<file path="src/hw/rtl/gn2d_pkg.sv">
// Shared constants, types and helpers for the 2D gradient noise block.
// No dependencies; used by every module under hw/rtl except gn2d_queue.
`timescale 1ns / 1ps
`default_nettype none
package gn2d_pkg;
	localparam int DEF_ANGLE_BITS = 10;
	localparam int DEF_FRAC_BITS = 16;
	localparam int QDEPTH = 4;
	localparam int BACK_LAT = 13;

	localparam logic [31:0] HASH_A = 32'd3284157443;
	localparam logic [31:0] HASH_B = 32'd1911520717;
	localparam logic [31:0] HASH_C = 32'd2048419325;
	localparam logic [16:0] SIN_C1 = 17'd102944;
	localparam logic [15:0] SIN_C3 = 16'd42048;
	localparam logic [12:0] SIN_C5 = 13'd4640;
	localparam logic [15:0] QUARTER = 16'd16384;
	localparam logic [17:0] WEIGHT_3 = 18'd196608;

	typedef struct packed {
		logic f1;
		logic f2;
	} front_stat_t;

	function automatic logic [31:0] rot16(input logic [31:0] v);
		return {v[15:0], v[31:16]};
	endfunction
endpackage
`default_nettype wire

</file>
<file path="src/hw/rtl/gn2d_front.sv">
// Front end: splits each point into cell index and fraction and forms smoothstep weights.
// Depends on gn2d_pkg.
`timescale 1ns / 1ps
`default_nettype none
module gn2d_front #(
	parameter int FRAC_BITS = gn2d_pkg::DEF_FRAC_BITS
) (
	input  wire                       clk,
	input  wire                       arst_n,
	input  wire                       accept,
	input  wire signed [31:0]         x_coord,
	input  wire signed [31:0]         y_coord,
	output gn2d_pkg::front_stat_t     stat,
	output logic                      push,
	output logic [64+2*FRAC_BITS+31:0] entry
);
	localparam int FB = FRAC_BITS;

	logic        v_f1, v_f2;
	logic [31:0] x0_f1, y0_f1, x0_f2, y0_f2;
	logic [FB-1:0] fx_f1, fy_f1, fx_f2, fy_f2;
	logic [15:0] ux_f1, uy_f1, sx_f2, sy_f2;
	logic [31:0] uux_f1, uuy_f1;
	logic [15:0] ux, uy;
	logic [49:0] wx, wy;

	// The fraction rescaled to Q16, truncated when it carries more bits.
	assign ux = 16'({x_coord[FB-1:0], 16'h0} >> FB);
	assign uy = 16'({y_coord[FB-1:0], 16'h0} >> FB);
	assign wx = 50'(uux_f1) * 50'(gn2d_pkg::WEIGHT_3 - {1'b0, ux_f1, 1'b0});
	assign wy = 50'(uuy_f1) * 50'(gn2d_pkg::WEIGHT_3 - {1'b0, uy_f1, 1'b0});

	always_ff @(posedge clk or negedge arst_n) begin
		if (!arst_n) begin
			v_f1 <= 1'b0;
			v_f2 <= 1'b0;
		end else begin
			v_f1 <= accept;
			v_f2 <= v_f1;
		end
	end

	always_ff @(posedge clk) begin
		x0_f1  <= 32'(x_coord >>> FB);
		y0_f1  <= 32'(y_coord >>> FB);
		fx_f1  <= x_coord[FB-1:0];
		fy_f1  <= y_coord[FB-1:0];
		ux_f1  <= ux;
		uy_f1  <= uy;
		uux_f1 <= 32'(ux) * 32'(ux);
		uuy_f1 <= 32'(uy) * 32'(uy);
		x0_f2  <= x0_f1;
		y0_f2  <= y0_f1;
		fx_f2  <= fx_f1;
		fy_f2  <= fy_f1;
		sx_f2  <= wx[47:32];
		sy_f2  <= wy[47:32];
	end

	assign stat.f1 = v_f1;
	assign stat.f2 = v_f2;
	assign push = v_f2;
	assign entry = {x0_f2, y0_f2, fx_f2, fy_f2, sx_f2, sy_f2};
endmodule
`default_nettype wire

</file>
<file path="config.mk">
export PLATFORM = sky130hd
export DESIGN_NAME = gn2d_front
export DESIGN_NICKNAME = d
export VERILOG_FILES = /design/src/hw/rtl/gn2d_pkg.sv /design/src/hw/rtl/gn2d_front.sv
export SDC_FILE = /design/constraint.sdc
export NUM_CORES = 2
export LEC_CHECK = 0
export ABC_AREA = 1
export BUFFER_PORTS_ARGS = -buffer_cell sky130_fd_sc_hd__buf_2
export CORE_ASPECT_RATIO = 1.25
export CORE_MARGIN = 5
export CORE_UTILIZATION = 60
export CTS_CLUSTER_DIAMETER = 40
export DETAILED_ROUTE_END_ITERATION = 10
export PLACE_DENSITY = 0.88
export SYNTH_ARGS = -nofsm -noshare
export SYNTH_HDL_FRONTEND = slang
export SYNTH_SLANG_ARGS = --single-unit
export TNS_END_PERCENT = 20
</file>
<file path="constraint.sdc">
create_clock -name clk -period 8.7 [get_ports clk]
set_input_delay 0.435 -clock clk [delete_from_list [all_inputs] [get_ports clk]]
set_output_delay 0.435 -clock clk [all_outputs]
set_load 0.01 [all_outputs]
</file>
==> results.json <==
{
  "syn_avg_cell_area_um2": 7.97,
  "antenna_found_initial": 0,
  "place_ws_ns": 1.46,
  "r2r-start": "fx_f1[0]",
  "overflow": 0,
  "syn-cell-area_um2": 56000,
  "clk_pin_slew_ns": 0.06,
  "cts_buffers": 39,
  "finalHoldViolCount": 0,
  "cp_max_fo": 15,
  "grt_max_degree": 37,
  "finalWorstSetupSlack_ns": 1.34,
  "setup_violations": 0,
  "yosys.area.top_type": "fa_1",
  "synth_common_cells": "2023 x inv_1, 1417 x nand2_1, 1215 x fa_1",
  "cp_slowest_cell": "nand2_1",
  "worstSetupStartpoint": "fx_f1[0]",
  "synth_flop_cell": "dfxtp_1",
  "critical_path_class": "reg2reg",
  "grt_usage_pct": 31.6,
  "antenna_left": 0,
  "routedWlPerCell_um": 18.6,
  "grt_pass1_vias": 50500,
  "first_pass_iters": 8,
  "cpMostUsedCell": "fa_1",
  "area.growth.synth_to_final_pct": 6.19,
  "synthCells": 7031,
  "fmax_ghz": 0.136,
  "worst_pin_slew_ns": 1.17,
  "fin_crit_ns": 7.36,
  "seq_area_frac_synth_pct": 7.95,
  "gp_congestion": 1.03,
  "diodes": 0,
  "initial_core_util_pct": 60.4,
  "hp-class": "in2async",
  "route.detailed.drc": 0,
  "maxCapViolations": 0,
  "yosys-top-cells-area": "fa_1 43%, inv_1 14%, ha_1 12%",
  "async_flop_share_pct": 0.901,
  "drive_above_1_share_pct": 4.94,
  "yosys.area.top_type_share_pct": 43.4,
  "cts.sinks": 222,
  "io_buffers": 197,
  "cts_root_buffer": "clkbuf_16",
  "routed-via-count": 45600,
  "status": "finished, final reports clean",
  "die_area_um2": 99600,
  "die_h_um": 352,
  "period_share_pct": 84.6,
  "slew_headroom_pct": 21.7,
  "synth.ff_latch_count": 222,
  "synth_edf_count": 0,
  "cts_tree": "done",
  "htree_num_levels": 2,
  "place_hpwl_mm": 131,
  "cp_slowest_stage_delay_ns": 0.65,
  "cts_buffer_depth": 3,
  "crit_path_end_kind": "flip-flop",
  "row_count": 125,
  "worstPathArrival_ns": 7.82,
  "tns_ns": 0,
  "nNetsFinal": 8918,
  "synth_most_common_cell": "inv_1",
  "crit_required_ns": 9.16,
  "ys_warn_count": 0,
  "grt_pass1_wl_mm": 252,
  "die_x_um": 283,
  "post_drt_via_cell_ratio": 5.47,
  "wirelength_mm": 155,
  "synth_cell_types": 46,
  "drtIter0Drc": 3676,
  "drv_slew": 0,
  "clock_latency_ns": 0.58,
  "rsz0062_at_grt": "no",
  "core_area_um2": 92700,
  "skew_ns": 0.0179,
  "cp-start-kind": "flip-flop",
  "io_pins": 198,
  "reg.largest.list": "uux_f1 (30), uuy_f1 (30)"
}
worst paths after layout:
kind / to / slack (ns) / cells after the start
max: sx_f2[0] / 1.34 / 26
max reg2reg: sx_f2[0] / 1.34 / 26
min: v_f1 / 0.19 / 2
max in group asynchronous: push / 8.41 / 2
min in group clk: fy_f1[4] / 0.19 / 1
min reg2reg: x0_f2[8] / 0.32 / 0
layout by cell type, fill, tap and decap left out, types with 11 or more instances in the layout:
cell,count
a21o_1,14
a21oi_1,175
buf_2,197
buf_4,31
clkbuf_16,41
conb_1,24
dfxtp_1,220
dlygate4sd3_1,34
fa_1,1215
ha_1,525
inv_1,2023
inv_2,18
nand2_1,1417
nand2_2,13
nand3_1,109
nand4_1,54
nor2_1,679
nor3_1,36
o21ai_0,113
o21bai_1,20
or2_2,11
xnor2_1,21
xor2_1,57
routing by layer:
| metal | track usage (%) | wire, um | vias up |
|---|---|---|---|
| met2 | 56.4 | 76500 | 2429 |
| met4 | 18.0 | 11100 | 0 |
| met3 | 5.88 | 14000 | 792 |
| met5 | 0 | 0 | - |
| met1 | 35.9 | 53600 | 22200 |
| li1 | - | - | 20200 |
critical path: cells and delay by family, from the launching register on:
| kind | cells | cell delay (ns) |
|---|---|---|
| AO/OA/AOI/OAI | 3 | 0.96 |
| XOR/XNOR | 1 | 0.14 |
| adder cells (fa/ha/maj) | 8 | 3.51 |
| buffers and inverters | 6 | 0.74 |
| flip-flops | 1 | 0.32 |
| AND/OR/NAND/NOR | 8 | 1.55 |
kinds of logic (layout without fill, tap and decap cells):
logic type	after synthesis	count (layout)	synth area share, %
AOI/OAI and AO/OA	352	352	3.39
xor gates and xnor gates	78	78	1.22
adders and majority gates	1740	1740	55.2
buffers and inverters	2297	2386	15.8
DFF	222	222	7.95
other	2	24	0.0134
and+or+nand+nor	2340	2340	16.5
what timing repair did:
item / in CTS / in global routing
hold endpoints to repair: 35 / 0
hold buffers: 34 / 0
resized for setup: 0 / 0
setup buffers: 0 / 0
endpoints found under the setup margin: 0 / 0
stage by stage:
stage | util (%) | cell area (um2) | cells | hold WS (ns)
floorplan | - | 56100 | 7053 | 0.139
global placement | 62.2 | 57700 | 8242 | 0.219
detailed placement | 62.2 | 57700 | 8242 | 0.222
CTS | 64.1 | 59500 | 8348 | 0.152
global route | 64.1 | 59500 | 8348 | 0.167
finish | 64.1 | 59500 | 8348 | 0.186
layout make-up:
type	count	area, um2
multi-input combinational	4534	42800
sequential	222	4450
tap	1206	1510
clock buffer	44	1060
fill	7519	33300
clock inverter	28	375
inverter	2052	7710
timing repair buffer	262	1560
Power is left out: the tool's default activity adds up to more than one toggle a clock period on the data nets, which glitch-free logic cannot reach.
