[src/hw/rtl/gn2d_queue.sv]
// Short queue between the front end and the back end.
// Does not use gn2d_pkg itself; its parent sets DEPTH from gn2d_pkg::QDEPTH.
`timescale 1ns / 1ps
`default_nettype none
module gn2d_queue #(
	parameter int WIDTH = 128,
	parameter int DEPTH = 4
) (
	input  wire              clk,
	input  wire              arst_n,
	input  wire              push,
	input  wire  [WIDTH-1:0] wdata,
	output logic             pop,
	output logic [WIDTH-1:0] rdata,
	output logic [$clog2(DEPTH+1)-1:0] level
);
	localparam int AW = $clog2(DEPTH);
	localparam int CW = $clog2(DEPTH+1);

	logic [WIDTH-1:0] slot_q [DEPTH];
	logic [AW-1:0] wr_q, rd_q;
	logic [CW-1:0] count_q;
	logic full;

	assign full = (count_q == CW'(DEPTH));
	// The back end never stalls, so the head drains whenever something is there.
	assign pop = (count_q != '0);
	assign rdata = slot_q[rd_q];
	assign level = count_q;

	always_ff @(posedge clk or negedge arst_n) begin
		if (!arst_n) begin
			wr_q <= '0;
			rd_q <= '0;
			count_q <= '0;
		end else begin
			if (push && !full) wr_q <= AW'((32'(wr_q) + 1) % DEPTH);
			if (pop) rd_q <= AW'((32'(rd_q) + 1) % DEPTH);
			count_q <= count_q + CW'(push && !full) - CW'(pop);
		end
	end

	always_ff @(posedge clk) begin
		if (push && !full) slot_q[wr_q] <= wdata;
	end

`ifndef SYNTH
	a_no_overflow: assert property (@(posedge clk) disable iff (!arst_n) !(push && full))
		else $error("queue written while full");
	a_count_bound: assert property (@(posedge clk) disable iff (!arst_n)
		count_q <= CW'(DEPTH)) else $error("queue count out of range");
	a_drain: assert property (@(posedge clk) disable iff (!arst_n)
		(pop && !push) |=> (count_q == $past(count_q) - CW'(1)))
		else $error("queue did not drain");
`endif
endmodule
`default_nettype wire

[config.mk]
export PLATFORM = sky130hd
export DESIGN_NAME = gn2d_queue
export DESIGN_NICKNAME = d
export VERILOG_FILES = /design/src/hw/rtl/gn2d_queue.sv
export SDC_FILE = /design/constraint.sdc
export NUM_CORES = 1
export LEC_CHECK = 0
export BUFFER_PORTS_ARGS = -buffer_cell sky130_fd_sc_hd__clkbuf_2
export CORE_UTILIZATION = 30
export CTS_BUF_LIST = sky130_fd_sc_hd__clkbuf_8
export DETAILED_ROUTE_END_ITERATION = 10
export PLACE_DENSITY = 0.48
export SLEW_MARGIN = 25
export SYNTH_ARGS = -nofsm -noshare
export SYNTH_HDL_FRONTEND = slang
export SYNTH_SLANG_ARGS = --single-unit
[constraint.sdc]
create_clock -name clk -period 6 [get_ports clk]
set_input_delay 1.2 -clock clk [delete_from_list [all_inputs] [get_ports clk]]
set_output_delay 1.2 -clock clk [all_outputs]
set_load 0.02 [all_outputs]
==> results.md <==
- The total inserted antenna cells is 0.
- Summed over all layers, the routed wires come to 40,570 um.
- The mean instance size in the synthesized netlist is 26.73 sq um.
- The total CTS buffers is 91.
- The relative max-transition margin is 0.4815.
- At the worst endpoint, the required time is 4.80 ns.
- For met1 alone, demand over resource in global routing was 0.1433.
- Synthesis produced a netlist whose cell count is 708.
- The clock edge transition at the registers on the reported setup and hold paths is 0.06 ns.
- In this run the remaining antenna-violating nets after routing total 0.
- The switching fraction of total power is 0.3295.
- The share of the Yosys chip area taken by registers is 0.8218.
- Once placement completed, the tool counted placed cells totaling 1,794.
- The height of the die is 253.1 um.
- The routed layout has 8,651 vias.
- In the final layout, the share of cells above drive strength 1 is 0.4718.
- The CTS sink count is 519.
- The instance area after placement is 0.02128 sq mm.
- The worst-case IR drop observed on VDD is 0.2483 mV.
- The layout-stage area growth over the synthesis result is 21.71%.
- The share of total power dissipated in combinational logic is 0.309.
- The final clock skew is 0.02942 ns.
- Dividing the final minimum period by the clock period gives 0.7031.
- The insertion delay of the later-clocked pin in the worst-skew pair is 0.65 ns.
- The net count of the finished layout is 1,188.
- Of the total power, the clock network draws 0.263.
- Routability-driven placement finished with a final weighted congestion of 0.6732.
- The first global-routing pass estimated 59,550 um of wire.
- For this run, global-route usage on met3 was measured as 0.06353.
- The floorplan row count is 91.
- In this run the most used layer during global routing was met2.
- The remaining routing DRC violations is 0.
- For this run, asynchronously set or reset flops after synthesis account for 0.01349.
- For this design the total switching power over the nets is 3906 uW.
- The arrival time of data at the critical path endpoint is 3.02 ns.
- The internal power summed over all cells is 7949 uW.
- The fraction of post-synthesis cell area in the top cell type by area is 0.8125.
- The number of flops mapped to enable cells by yosys is 512.
- For this configuration, the core starts out at a cell density of 0.3049.
- The number of distinct standard cells referenced by the synthesized netlist is 21.
- The max-slew violation total from the final report came to 0.
- The final non-filler cell total is 1,954.
- The number of fill cells is 5,701.
- For this run, the detailed router's first-pass iteration total came to 4.
- Once detailed placement completed, the half-perimeter wirelength came to 23,420 um.
- The post-cts hold buffer count is 0.
- The floorplan step set the die width to 253.1 um.
- The number of cells upsized or downsized after cts is 0.
- By startpoint and endpoint, the worst setup path is classified as reg -> out.
- The flow ran to the end, and the final reports show no timing, DRC or antenna violations.
- The pin count of the biggest net entering global routing is 69.
- The critical path startpoint is rd_q[0]$_DFFE_PN0N_.
- In this run the tool buffered the top-level ports with 262 buffer cells.
- The met2 usage is 0.2100.
- The achievable frequency is 0.2371 GHz.
- Of all nets on the critical path, the largest fanout is 33.
- The standard cell core area is 0.06205 sq mm.
- 263 I/O pins were placed.
- The depth of the CTS H-tree is 3.
- The worst flop-to-flop path startpoint is level[2]$_DFF_PN0_.
- The setup violation total in the final timing report is 0.
- The register bit total from synthesis is 519.
- The routed wire length per instance is 20.76 um.
- The cell area that synthesis handed to floorplanning was 0.01892 sq mm.
- The worst register-to-register path has a depth of 3.
- The share of total power dissipated in sequential elements is 0.428.
- The clock root buffer is sky130_fd_sc_hd__clkbuf_8.
- The worst hold path belongs to the class in -> async.
- The nature of the critical path endpoint is an output port.
- The finished cells cover 0.02303 sq mm.
- For this design the static power due to leakage is 0.007865 uW.
- sky130_fd_sc_hd__edfxtp_1 is the most common cell in the netlist.
- The number of antenna violations at the first check in global routing is 9.
- STA classifies the critical path startpoint as a flip-flop.
- For this run, the number of Yosys warnings is 0.
- The hold violation total from the final report is 0.
- Once the clock tree was built, the setup fixing pass inserted 0 buffers.
- In this run, the number of DRC markers left after iteration 0 of detailed routing was 388.
- In the routed layout, each cell is associated on average with a via count of 4.427.
- The time the worst path needs with I/O delays and setup is 4.218 ns.
- Max-cap violations in this run came to 0.
- In the synthesized netlist the dominant register cell turns out to be sky130_fd_sc_hd__edfxtp_1.
- The via count of the first global-routing pass is 9,739.
- The area enclosed by the die boundary is 0.06408 sq mm.
- The clock passes through at most 3 buffers.
- The number of nets handed over by synthesis was 846.
- The setup slack on the worst flop-to-flop path is 3.42 ns.
- Setup repair after global routing left no endpoint under its margin.
- The all-layer global routing usage is 0.1278.
- The total grt overflow is 0.
- At the end of the flow the core is filled with cells to 0.3711.
- The transition at the pin with the smallest max-transition slack is 0.7778 ns.
- The cell accounting for the most synthesized area is sky130_fd_sc_hd__edfxtp_1.
- TritonCTS built the clock tree.
- The final hold slack is 0.3881 ns.
- The final-layout setup total negative slack is 0 ns.
- After synthesis, the most frequently instantiated cells are sky130_fd_sc_hd__edfxtp_1, sky130_fd_sc_hd__mux4_2, sky130_fd_sc_hd__buf_2.
- In the post-synthesis netlist, the biggest area contributors are sky130_fd_sc_hd__edfxtp_1, sky130_fd_sc_hd__mux4_2, sky130_fd_sc_hd__dfrtp_1, sky130_fd_sc_hd__buf_6, sky130_fd_sc_hd__buf_2.
- Power spread over the standard cell area amounts to 514.8 mW/mm^2.
-- state kept, by name, indices dropped and copies added (netlist names) --
name,cells
rd_q,2
level,3
wr_q,2
slot_q,512
-- area by class of cell --
cell class                 instances  area, sq um  share of cell area
timing repair buffer             278         1506             0.06541
multi-input combinational        155         3151              0.1368
sequential                       519        15560              0.6755
clock inverter                    65        441.7             0.01918
clock buffer                      95         1308             0.05677
inverter                           5        18.77           0.0008150
tap                              837         1047             0.04547
-- worst paths after layout --
kind / endpoint
max: rdata[108]
min: level[2]$_DFF_PN0_
max reg2reg: slot_q[2][84]$_DFFE_PP_
min reg2reg: level[0]$_DFF_PN0_
max in group asynchronous: rd_q[0]$_DFFE_PN0N_
min in group clk: level[0]$_DFF_PN0_
-- worst max-delay path, cell delays in order (launching register included) --
cell and delay [ns]:
sky130_fd_sc_hd__dfrtp_4 0.90, sky130_fd_sc_hd__buf_4 0.64, sky130_fd_sc_hd__mux4_2 0.60, sky130_fd_sc_hd__clkbuf_2 0.18
-- stage by stage --
step                setup slack (ns)  power [uW]
floorplan                      1.293        7676
global placement               2.318        8951
detailed placement             2.331        8975
CTS                            1.567       12160
global route                   1.497       12510
finish                         1.782       11850
-- layout by cell type, fill, tap and decap left out --
cell,n
sky130_fd_sc_hd__buf_4,10
sky130_fd_sc_hd__and3b_4,4
sky130_fd_sc_hd__or3_1,1
sky130_fd_sc_hd__clkinv_2,8
sky130_fd_sc_hd__nor3b_1,1
sky130_fd_sc_hd__clkinvlp_4,4
sky130_fd_sc_hd__dfrtp_4,2
sky130_fd_sc_hd__fa_1,1
sky130_fd_sc_hd__bufinv_16,6
sky130_fd_sc_hd__xor2_1,1
sky130_fd_sc_hd__buf_12,6
sky130_fd_sc_hd__inv_8,2
sky130_fd_sc_hd__mux4_2,128
sky130_fd_sc_hd__xnor2_1,3
sky130_fd_sc_hd__ha_1,6
sky130_fd_sc_hd__clkbuf_2,262
sky130_fd_sc_hd__clkbuf_8,95
sky130_fd_sc_hd__nand2_1,1
sky130_fd_sc_hd__o211ai_1,2
sky130_fd_sc_hd__edfxtp_1,512
sky130_fd_sc_hd__inv_1,27
sky130_fd_sc_hd__nand2b_1,4
sky130_fd_sc_hd__nand4bb_1,2
sky130_fd_sc_hd__dfrtp_1,5
sky130_fd_sc_hd__clkinv_1,23
sky130_fd_sc_hd__o31ai_1,1
-- logic make-up (layout without fill, tap and decap cells) --
kind of cell | count (synthesis) | in the layout | share of synthesized area
adder cells (fa/ha/maj) | 7 | 7 | 0.005025
AND/OR/NAND/NOR | 13 | 13 | 0.005290
AO/OA/AOI/OAI | 3 | 3 | 0.001190
buffers and inverters | 34 | 443 | 0.01250
flip-flops | 519 | 519 | 0.8218
multiplexers | 128 | 128 | 0.1524
XOR/XNOR | 4 | 4 | 0.001852
-- power by group through the flow --
stage	Combinational (uW)	Clock, uW	Sequential (uW)
finish	3660	3120	5080
global route	3970	3380	5150
CTS	3810	3250	5100
detailed placement	3800	0	5170
global placement	3800	0	5150
floorplan	2620	0	5060
-- routing by layer --
layer / wire [um] / share of wire / vias to the layer above
li1: - / - / 3773
met5: 127 / 0.0031 / -
met3: 3700 / 0.091 / 92
met2: 19880 / 0.49 / 243
met1: 15890 / 0.39 / 4525
met4: 975 / 0.024 / 18
(Power assumes the default switching activity.)
